### config.mk
export PLATFORM = sky130hd
export DESIGN_NAME = hsv_to_rgb_convert
export DESIGN_NICKNAME = d
export VERILOG_FILES = /design/src/rtl/core/hsv2rgb_pkg.sv /design/src/rtl/core/hsv2rgb_sector.sv /design/src/rtl/core/hsv2rgb_scale.sv /design/src/rtl/core/hsv_to_rgb_convert.sv
export SDC_FILE = /design/constraint.sdc
export NUM_CORES = 2
export LEC_CHECK = 0
export ABC_AREA = 0
export BUFFER_PORTS_ARGS = -buffer_cell sky130_fd_sc_hd__buf_2
export CELL_PAD_IN_SITES_DETAIL_PLACEMENT = 1
export CELL_PAD_IN_SITES_GLOBAL_PLACEMENT = 2
export CORE_MARGIN = 3
export CORE_UTILIZATION = 47
export CTS_BUF_LIST = sky130_fd_sc_hd__clkbuf_4 sky130_fd_sc_hd__clkbuf_8
export DETAILED_ROUTE_END_ITERATION = 8
export GPL_TIMING_DRIVEN = 1
export PLACE_DENSITY = 0.86
export SETUP_SLACK_MARGIN = 0.4
export SYNTH_ARGS = -nofsm -noshare
export SYNTH_HDL_FRONTEND = slang
export SYNTH_SLANG_ARGS = --single-unit
### constraint.sdc
create_clock -name clk -period 10 [get_ports clk]
set_input_delay 0.5 -clock clk [delete_from_list [all_inputs] [get_ports clk]]
set_output_delay 0.5 -clock clk [all_outputs]
set_load 0.03 [all_outputs]
### src/rtl/core/hsv2rgb_pkg.sv
// Shared types and constants of the HSV to RGB converter.
// No dependencies.
`timescale 1ns / 1ps
`default_nettype none

package hsv2rgb_pkg;

  localparam int unsigned HUE_W  = 15;
  localparam int unsigned CHAN_W = 13;
  localparam int unsigned FRAC_W = 12;  // position inside one sector, below 3840
  localparam int unsigned SX_W   = CHAN_W + FRAC_W;
  localparam int unsigned N_W    = 17;  // scaled product before the divide by 15

  localparam logic [HUE_W-1:0] HUE_SECTOR = 15'd3840;
  localparam logic [HUE_W-1:0] HUE_FULL   = 15'd23040;

  // 3840 = 15 << 8
  localparam int unsigned SECTOR_SHIFT = 8;

  // floor(n / 15) = (n * DIV15_MUL) >> DIV15_SHIFT for every n below 2**N_W
  localparam int unsigned DIV15_SHIFT = 24;
  localparam logic [20:0] DIV15_MUL   = 21'd1118482;

  typedef enum logic [2:0] {
    SECT_0 = 3'd0,
    SECT_1 = 3'd1,
    SECT_2 = 3'd2,
    SECT_3 = 3'd3,
    SECT_4 = 3'd4,
    SECT_5 = 3'd5
  } sector_t;

  typedef struct packed {
    logic s2;
    logic s3;
    logic s4;
  } stage_en_t;

  typedef struct packed {
    sector_t            sector;
    logic               grey;
    logic [CHAN_W-1:0]  vc;
  } side_t;

endpackage

`default_nettype wire

### src/rtl/core/hsv2rgb_sector.sv
// First pipeline stage: hue wrap, sector decode and position within the sector.
// Depends on hsv2rgb_pkg.
`timescale 1ns / 1ps
`default_nettype none

module hsv2rgb_sector (
  input  logic                                clk,
  input  logic                                en,
  input  logic [hsv2rgb_pkg::HUE_W-1:0]       hue,
  input  logic [hsv2rgb_pkg::CHAN_W-1:0]      saturation,
  input  logic [hsv2rgb_pkg::CHAN_W-1:0]      brightness,
  output hsv2rgb_pkg::sector_t                sector,
  output logic [hsv2rgb_pkg::FRAC_W-1:0]      frac,
  output logic [hsv2rgb_pkg::FRAC_W-1:0]      frac_c,
  output logic [hsv2rgb_pkg::CHAN_W-1:0]      sat,
  output logic [hsv2rgb_pkg::CHAN_W-1:0]      bright
);

  logic [hsv2rgb_pkg::HUE_W-1:0]  hue_w;
  logic [hsv2rgb_pkg::HUE_W-1:0]  base;
  logic [hsv2rgb_pkg::HUE_W-1:0]  offs;
  hsv2rgb_pkg::sector_t           sector_nxt;
  logic [hsv2rgb_pkg::FRAC_W-1:0] frac_nxt;

  hsv2rgb_pkg::sector_t           sector_r;
  logic [hsv2rgb_pkg::FRAC_W-1:0] frac_r;
  logic [hsv2rgb_pkg::FRAC_W-1:0] frac_c_r;
  logic [hsv2rgb_pkg::CHAN_W-1:0] sat_r;
  logic [hsv2rgb_pkg::CHAN_W-1:0] bright_r;

  always_comb begin
    // a full turn or more counts as zero
    hue_w = (hue >= hsv2rgb_pkg::HUE_FULL) ? '0 : hue;
    if (hue_w >= 15'(hsv2rgb_pkg::HUE_SECTOR * 5)) begin
      sector_nxt = hsv2rgb_pkg::SECT_5;
      base       = 15'(hsv2rgb_pkg::HUE_SECTOR * 5);
    end else if (hue_w >= 15'(hsv2rgb_pkg::HUE_SECTOR * 4)) begin
      sector_nxt = hsv2rgb_pkg::SECT_4;
      base       = 15'(hsv2rgb_pkg::HUE_SECTOR * 4);
    end else if (hue_w >= 15'(hsv2rgb_pkg::HUE_SECTOR * 3)) begin
      sector_nxt = hsv2rgb_pkg::SECT_3;
      base       = 15'(hsv2rgb_pkg::HUE_SECTOR * 3);
    end else if (hue_w >= 15'(hsv2rgb_pkg::HUE_SECTOR * 2)) begin
      sector_nxt = hsv2rgb_pkg::SECT_2;
      base       = 15'(hsv2rgb_pkg::HUE_SECTOR * 2);
    end else if (hue_w >= hsv2rgb_pkg::HUE_SECTOR) begin
      sector_nxt = hsv2rgb_pkg::SECT_1;
      base       = hsv2rgb_pkg::HUE_SECTOR;
    end else begin
      sector_nxt = hsv2rgb_pkg::SECT_0;
      base       = '0;
    end
    offs     = hue_w - base;
    frac_nxt = offs[hsv2rgb_pkg::FRAC_W-1:0];
  end

  always_ff @(posedge clk) begin
    if (en) begin
      sector_r <= sector_nxt;
      frac_r   <= frac_nxt;
      frac_c_r <= hsv2rgb_pkg::FRAC_W'(hsv2rgb_pkg::HUE_SECTOR) - frac_nxt;
      sat_r    <= saturation;
      bright_r <= brightness;
    end
  end

  assign sector = sector_r;
  assign frac   = frac_r;
  assign frac_c = frac_c_r;
  assign sat    = sat_r;
  assign bright = bright_r;

endmodule

`default_nettype wire

### src/rtl/core/hsv2rgb_scale.sv
// Stages two to four for one term: v * (1 - s * x / 3840), truncated and clamped.
// Depends on hsv2rgb_pkg.
`timescale 1ns / 1ps
`default_nettype none

module hsv2rgb_scale #(
  parameter int unsigned FRAC_BITS = 12
) (
  input  logic                               clk,
  input  hsv2rgb_pkg::stage_en_t             en,
  input  logic [hsv2rgb_pkg::CHAN_W-1:0]     sat,
  input  logic [hsv2rgb_pkg::CHAN_W-1:0]     bright,
  input  logic [hsv2rgb_pkg::FRAC_W-1:0]     span,
  output logic [hsv2rgb_pkg::CHAN_W-1:0]     level
);

  localparam int unsigned DEN_W  = FRAC_BITS + hsv2rgb_pkg::FRAC_W;
  localparam int unsigned SX_W   = hsv2rgb_pkg::SX_W;
  localparam int unsigned NUM_W  = ((DEN_W > SX_W) ? DEN_W : SX_W) + 1;
  localparam int unsigned PROD_W = hsv2rgb_pkg::CHAN_W + DEN_W;
  localparam int unsigned SHIFT  = FRAC_BITS + hsv2rgb_pkg::SECTOR_SHIFT;
  localparam int unsigned QM_W   = hsv2rgb_pkg::N_W + $bits(hsv2rgb_pkg::DIV15_MUL);
  localparam int unsigned ONE    = 1 << FRAC_BITS;
  localparam logic [DEN_W-1:0] DEN = DEN_W'(hsv2rgb_pkg::HUE_SECTOR) << FRAC_BITS;

  logic [SX_W-1:0]                  sx;
  logic signed [NUM_W-1:0]          num;
  logic [DEN_W-1:0]                 mag_nxt;
  logic [PROD_W-1:0]                prod;
  logic [QM_W-1:0]                  qm;
  logic [hsv2rgb_pkg::CHAN_W-1:0]   quot;
  logic [hsv2rgb_pkg::CHAN_W-1:0]   level_nxt;

  logic [DEN_W-1:0]                 mag_r;
  logic [hsv2rgb_pkg::CHAN_W-1:0]   bright_r;
  logic [hsv2rgb_pkg::N_W-1:0]      n_r;
  logic [hsv2rgb_pkg::CHAN_W-1:0]   level_r;

  always_comb begin
    sx      = SX_W'(sat) * SX_W'(span);
    num     = $signed(NUM_W'(DEN)) - $signed(NUM_W'(sx));
    // a term that goes negative gives zero
    mag_nxt = (num > 0) ? num[DEN_W-1:0] : '0;
  end

  always_comb begin
    prod = PROD_W'(bright_r) * PROD_W'(mag_r);
  end

  always_comb begin
    qm        = QM_W'(n_r) * QM_W'(hsv2rgb_pkg::DIV15_MUL);
    quot      = qm[hsv2rgb_pkg::DIV15_SHIFT +: hsv2rgb_pkg::CHAN_W];
    level_nxt = (32'(quot) > ONE) ? hsv2rgb_pkg::CHAN_W'(ONE) : quot;
  end

  always_ff @(posedge clk) begin
    if (en.s2) begin
      mag_r    <= mag_nxt;
      bright_r <= bright;
    end
    if (en.s3) begin
      // divide by 2**(FRAC_BITS+8) here, by 15 in the next stage
      n_r <= prod[SHIFT +: hsv2rgb_pkg::N_W];
    end
    if (en.s4) begin
      level_r <= level_nxt;
    end
  end

  assign level = level_r;

endmodule

`default_nettype wire

### src/rtl/core/hsv_to_rgb_convert.sv
// HSV to RGB converter: five register stages, one request per cycle.
// A request moves through the sector stage, the scale stages and the output register.
// Throughput: one request per clock; each stage holds only while the stage after it is
// full and stalled, so empty stages keep filling while a result waits at the output.
// Reset: rst_n low clears every stage valid bit; payload registers are not reset.
// Depends on hsv2rgb_pkg, hsv2rgb_sector and hsv2rgb_scale.
`timescale 1ns / 1ps
`default_nettype none

module hsv_to_rgb_convert #(
  parameter int unsigned FRAC_BITS = 12
) (
  input  logic        clk,
  input  logic        rst_n,
  input  logic        in_tvalid,
  output logic        in_tready,
  input  logic [47:0] in_tdata,   // hue[14:0], saturation[27:15], brightness[40:28], zero pad
  output logic        out_tvalid,
  input  logic        out_tready,
  output logic [39:0] out_tdata,  // red[12:0], green[25:13], blue[38:26], zero pad
  output logic [0:0]  out_tuser   // chromatic[0]
);

  localparam int unsigned CHAN_W = hsv2rgb_pkg::CHAN_W;
  localparam int unsigned ONE    = 1 << FRAC_BITS;

  logic s1_valid_r, s2_valid_r, s3_valid_r, s4_valid_r, out_valid_r;
  logic en1, en5;
  hsv2rgb_pkg::stage_en_t en;

  hsv2rgb_pkg::sector_t               s1_sector;
  logic [hsv2rgb_pkg::FRAC_W-1:0]     s1_frac;
  logic [hsv2rgb_pkg::FRAC_W-1:0]     s1_frac_c;
  logic [CHAN_W-1:0]                  s1_sat;
  logic [CHAN_W-1:0]                  s1_bright;
  hsv2rgb_pkg::side_t                 s1_side;
  hsv2rgb_pkg::side_t                 s2_side_r, s3_side_r, s4_side_r;

  logic [CHAN_W-1:0] p_lvl, q_lvl, t_lvl;
  logic [CHAN_W-1:0] red, green, blue;
  logic [39:0]       out_tdata_r;
  logic [0:0]        out_tuser_r;

  // a stage advances when it is empty or the next one advances
  always_comb begin
    en5   = !out_valid_r || out_tready;
    en.s4 = !s4_valid_r || en5;
    en.s3 = !s3_valid_r || en.s4;
    en.s2 = !s2_valid_r || en.s3;
    en1   = !s1_valid_r || en.s2;
  end

  assign in_tready = en1;

  always_ff @(posedge clk) begin
    if (!rst_n) begin
      s1_valid_r  <= 1'b0;
      s2_valid_r  <= 1'b0;
      s3_valid_r  <= 1'b0;
      s4_valid_r  <= 1'b0;
      out_valid_r <= 1'b0;
    end else begin
      if (en1) begin
        s1_valid_r <= in_tvalid;
      end
      if (en.s2) begin
        s2_valid_r <= s1_valid_r;
      end
      if (en.s3) begin
        s3_valid_r <= s2_valid_r;
      end
      if (en.s4) begin
        s4_valid_r <= s3_valid_r;
      end
      if (en5) begin
        out_valid_r <= s4_valid_r;
      end
    end
  end

  hsv2rgb_sector u_sector (
    .clk        (clk),
    .en         (en1),
    .hue        (in_tdata[14:0]),
    .saturation (in_tdata[27:15]),
    .brightness (in_tdata[40:28]),
    .sector     (s1_sector),
    .frac       (s1_frac),
    .frac_c     (s1_frac_c),
    .sat        (s1_sat),
    .bright     (s1_bright)
  );

  hsv2rgb_scale #(.FRAC_BITS(FRAC_BITS)) u_scale_p (
    .clk    (clk),
    .en     (en),
    .sat    (s1_sat),
    .bright (s1_bright),
    .span   (hsv2rgb_pkg::FRAC_W'(hsv2rgb_pkg::HUE_SECTOR)),
    .level  (p_lvl)
  );

  hsv2rgb_scale #(.FRAC_BITS(FRAC_BITS)) u_scale_q (
    .clk    (clk),
    .en     (en),
    .sat    (s1_sat),
    .bright (s1_bright),
    .span   (s1_frac),
    .level  (q_lvl)
  );

  hsv2rgb_scale #(.FRAC_BITS(FRAC_BITS)) u_scale_t (
    .clk    (clk),
    .en     (en),
    .sat    (s1_sat),
    .bright (s1_bright),
    .span   (s1_frac_c),
    .level  (t_lvl)
  );

  always_comb begin
    s1_side.sector = s1_sector;
    s1_side.grey   = (s1_sat == '0);
    s1_side.vc     = (32'(s1_bright) > ONE) ? CHAN_W'(ONE) : s1_bright;
  end

  // carry sector, grey flag and clamped value alongside the term pipelines
  always_ff @(posedge clk) begin
    if (en.s2) begin
      s2_side_r <= s1_side;
    end
    if (en.s3) begin
      s3_side_r <= s2_side_r;
    end
    if (en.s4) begin
      s4_side_r <= s3_side_r;
    end
  end

  always_comb begin
    case (s4_side_r.sector)
      hsv2rgb_pkg::SECT_0: begin
        red = s4_side_r.vc; green = t_lvl;        blue = p_lvl;
      end
      hsv2rgb_pkg::SECT_1: begin
        red = q_lvl;        green = s4_side_r.vc; blue = p_lvl;
      end
      hsv2rgb_pkg::SECT_2: begin
        red = p_lvl;        green = s4_side_r.vc; blue = t_lvl;
      end
      hsv2rgb_pkg::SECT_3: begin
        red = p_lvl;        green = q_lvl;        blue = s4_side_r.vc;
      end
      hsv2rgb_pkg::SECT_4: begin
        red = t_lvl;        green = p_lvl;        blue = s4_side_r.vc;
      end
      default: begin
        red = s4_side_r.vc; green = p_lvl;        blue = q_lvl;
      end
    endcase
    if (s4_side_r.grey) begin
      red   = s4_side_r.vc;
      green = s4_side_r.vc;
      blue  = s4_side_r.vc;
    end
  end

  always_ff @(posedge clk) begin
    if (en5) begin
      out_tdata_r <= {1'b0, blue, green, red};
      out_tuser_r <= !s4_side_r.grey;
    end
  end

  assign out_tvalid = out_valid_r;
  assign out_tdata  = out_tdata_r;
  assign out_tuser  = out_tuser_r;

endmodule

`default_nettype wire

==> impl_metrics.tcl <==
set metrics [dict create \
    grt.total_usage_pct 25.1 \
    routed_wl_um 153000 \
    max_freq_ghz 0.126 \
    synthArstFlopShare_pct 0 \
    cts_buffers 58 \
    hold_class "input pin to register" \
    worstPathMaxFanout 49 \
    cts_setup_buffers 0 \
    drc_errors 0 \
    postSynthCellCount 5867 \
    antenna_found_initial 6 \
    critPathKind "register to register" \
    die_h_um 354 \
    postRouteAntennaNets 0 \
    cts-resized-gates 0 \
    crit_slowest_cell "edfxtp_1" \
    clkSlewWorstSetupHoldPaths_ns 0.07 \
    first_iter_violations 1628 \
    critPathLaunch "u_scale_t.bright_r[1]$_DFFE_PP_" \
    syn2layout_area_growth_pct 6.08 \
    crit_family "adder cells" \
    hold_depth 1 \
    syn_avg_cell_area_um2 9.71 \
    rsz0062_at_grt "no" \
    cp.required_ns 10.45 \
    hold_buffers 24 \
    cts.sinks 315 \
    yosysWarningCount 0 \
    netlist_area_um2 57000 \
    die_w_um 354 \
    synth_seq_area_share_pct 16.5 \
    wl_per_cell_um 20.4 \
    rr_startpoint "u_scale_t.bright_r[1]$_DFFE_PP_" \
    drive_gt1_share_pct 4.54 \
    relSlewSlack_pct 24.1 \
    fin_crit_sh_pct 79.1 \
    ys.flop_type "edfxtp_1" \
    yosysUniqueCellTypes 85 \
    ys_ff_latch 315 \
    synth_edf_count 310 \
    clock_skew_ns 0.0859 \
    io_buffer_count 86 \
    min_period_ns 7.91 \
    critPathBufInv 4 \
    hold_violations 0 \
    cts_tree "yes" \
    final_nets 7577 \
    clk_latency_ns 0.78 \
    boundaryPins 95 \
    firstDrtPassIters 7 \
    initial_utilization_pct 47.4 \
    place_congestion 0.836 \
    crit_arrival_ns 8.36 \
    maxCapViolations 0 \
    crit_top_cell "fa_1" \
    tightest_slew_ns 1.14 \
    cp-start-kind "register" \
    hp-start "in_tdata[35]" \
    status "completed" \
    die_area_um2 125000 \
    setup_violations 0 \
    crit_chain "buf_4 > nand2_1 > fa_1 > inv_1 > fa_1 > fa_1 > inv_1 > fa_1 > inv_1 > fa_1 > ha_1 > a21o_1 > a21oi_1 > a21boi_0 > or3b_1 > a31oi_1 > o21ai_1 > a211o_1 > a221o_1 > a21oi_1 > xnor2_1" \
    viasPerCell 5.36 \
    end_kind "register" \
    reg2reg_to "u_scale_t.n_r[12]$_DFFE_PP_" \
    syn-num-nets 7605 \
    slew_viol_final 0 \
    clockBufferDepth 3 \
    rows 127 \
    max_stage_delay_ns 0.92 \
    holdPathEnd "u_sector.bright[7]$_DFFE_PP_" \
    reg2regPathDepth 21 \
    grt_pass1_vias 46200 \
    grt-ovfl-total 0 \
    regToRegSetupSlack_ns 2.09 \
    grt_max_degree 69 \
    dpl.hpwl_um 121000 \
    core_area_um2 120000 \
    grt_pass1_wl_um 251000 \
    via_count 40200 \
    htreeDepth 2 \
    finalSetupTns_ns 0 \
    cts_root_buffer "clkbuf_8" \
]
==> cell usage in the layout, fill, tap and decap left out, drive strengths merged, types with 15 or more instances in the layout <==
cell,n
inv,1158
fa,984
nand2,763
ha,702
and2,477
edfxtp,310
nor2,207
a21oi,171
buf,137
xnor2,84
o21ai,80
clkbuf,72
a21o,71
mux2i,57
xor2,54
nor3,54
nor2b,45
o21a,34
nand3,30
nand4,27
and3,24
o22ai,24
dlygate4sd3,24
or3,19
o21bai,18
clkinv,17
nand2b,15
==> worst max path at each step <==
stage | cells after the start | slack (ns) | end
after floorplan | 21 | 3.57 | u_scale_q.mag_r[0]$_SDFFCE_PP0P_
after global placement | 21 | 2.36 | u_scale_t.n_r[12]$_DFFE_PP_
after detailed placement | 21 | 2.25 | u_scale_t.n_r[12]$_DFFE_PP_
after CTS | 21 | 2.13 | u_scale_t.n_r[12]$_DFFE_PP_
after global routing | 21 | 1.72 | u_scale_t.n_r[12]$_DFFE_PP_
final | 21 | 2.09 | u_scale_t.n_r[12]$_DFFE_PP_
==> registers in the layout (all words and copies together), names as in the netlist, 3 cells and up <==
signal and cells:
u_scale_t.bright_r 13, u_scale_q.n_r 17, out_tdata 39, u_sector.sat 13
s3_side_r 17, u_sector.frac 11, u_scale_q.level 13, u_scale_p.mag_r 16
u_scale_p.n_r 17, u_scale_t.mag_r 24, u_sector.bright 13, u_scale_t.level 13
s2_side_r 17, u_scale_t.n_r 17, u_scale_p.level 13, u_sector.frac_c 12
s4_side_r 17, u_scale_q.mag_r 24, u_sector.sector 3
==> synth_stat cells (7+ instances only) <==
cell type  count  share of area (%)
nand2b_1      15               0.16
and2_1       475                5.2
inv_1       1156                7.6
a21oi_1      171                1.5
nand4_1       27               0.30
nand3b_1       7              0.092
and4_1         7               0.11
o21ai_1        9              0.079
a21o_1        71               0.94
o21a_1        34               0.45
a211oi_1      11               0.15
o22ai_1       24               0.26
a31oi_1       13               0.14
nor3_1        54               0.47
nand2_1      763                5.0
and3_1        24               0.26
nor3b_1        9               0.12
a211o_1       10               0.15
a22oi_1       13               0.17
o211ai_1      13               0.17
nor2_1       207                1.4
ha_1         702                 15
a21boi_0       8               0.11
o21ai_0       71               0.62
edfxtp_1     310                 16
o21bai_1      18               0.24
xnor2_1       84                1.3
nand3_1       30               0.26
xor2_1        54               0.83
nor4_1         7              0.077
or2_2         10               0.11
fa_1         984                 35
or3_1         18               0.20
clkbuf_1     239                1.6
nor2b_1       45               0.49
mux2i_1       57                1.0
==> through the flow <==
| step | hold slack [ns] | utilization [%] | instance area, um2 | instances | setup WS [ns] |
|---|---|---|---|---|---|
| floorplan | 0.400 | - | 57000 | 5867 | 3.57 |
| finish | 0.0626 | 50.3 | 60400 | 7495 | 2.09 |
| global route | 0.0149 | 50.3 | 60400 | 7494 | 1.72 |
| global placement | 0.402 | 49.0 | 58900 | 7367 | 2.36 |
| CTS | 0.000327 | 50.3 | 60400 | 7493 | 2.13 |
| detailed placement | 0.406 | 49.0 | 58900 | 7367 | 2.25 |
==> worst reg2reg max path: stages (launching register included) <==
cell and delay [ns]:
edfxtp_1 0.92, buf_4 0.68, nand2_1 0.25, fa_1 0.57, inv_1 0.05, fa_1 0.40, fa_1 0.55, inv_1 0.05
fa_1 0.53, inv_1 0.05, fa_1 0.45, ha_1 0.30, a21o_1 0.16, a21oi_1 0.17, a21boi_0 0.11, or3b_1 0.40
a31oi_1 0.59, o21ai_1 0.30, a211o_1 0.37, a221o_1 0.40, a21oi_1 0.21, xnor2_1 0.08
==> final cells by class <==
class / count / area (um2)
fillers: 13600 / 59700
multi-input cells: 4147 / 42300
flip-flops and latches: 315 / 9410
inverters: 1156 / 4340
well taps: 1612 / 2020
repair buffers: 161 / 1050
clock buffers: 72 / 910
clock inverters: 30 / 392
diodes: 2 / 5.00
==> layer usage <==
metal  share of wire [%]  vias up  global-route usage [%]
met3                 3.4      201                    2.28
li1                    -    18300                       -
met2                  50      672                    44.3
met1                  44    21000                    33.2
met4                 2.7        4                    6.90
met5               0.018        -                       0
==> kinds of logic after synthesis <==
group           share of synthesized area (%)
simple gates                             14.7
fa+ha+maj                                50.0
buf+inv                                  9.29
compound gates                           6.32
flops                                    16.5
xor+xnor                                 2.12
mux                                      1.00
other cells                           0.00658
Power is left out: the tool's default activity adds up to more than one toggle a clock period on the data nets, which glitch-free logic cannot reach.
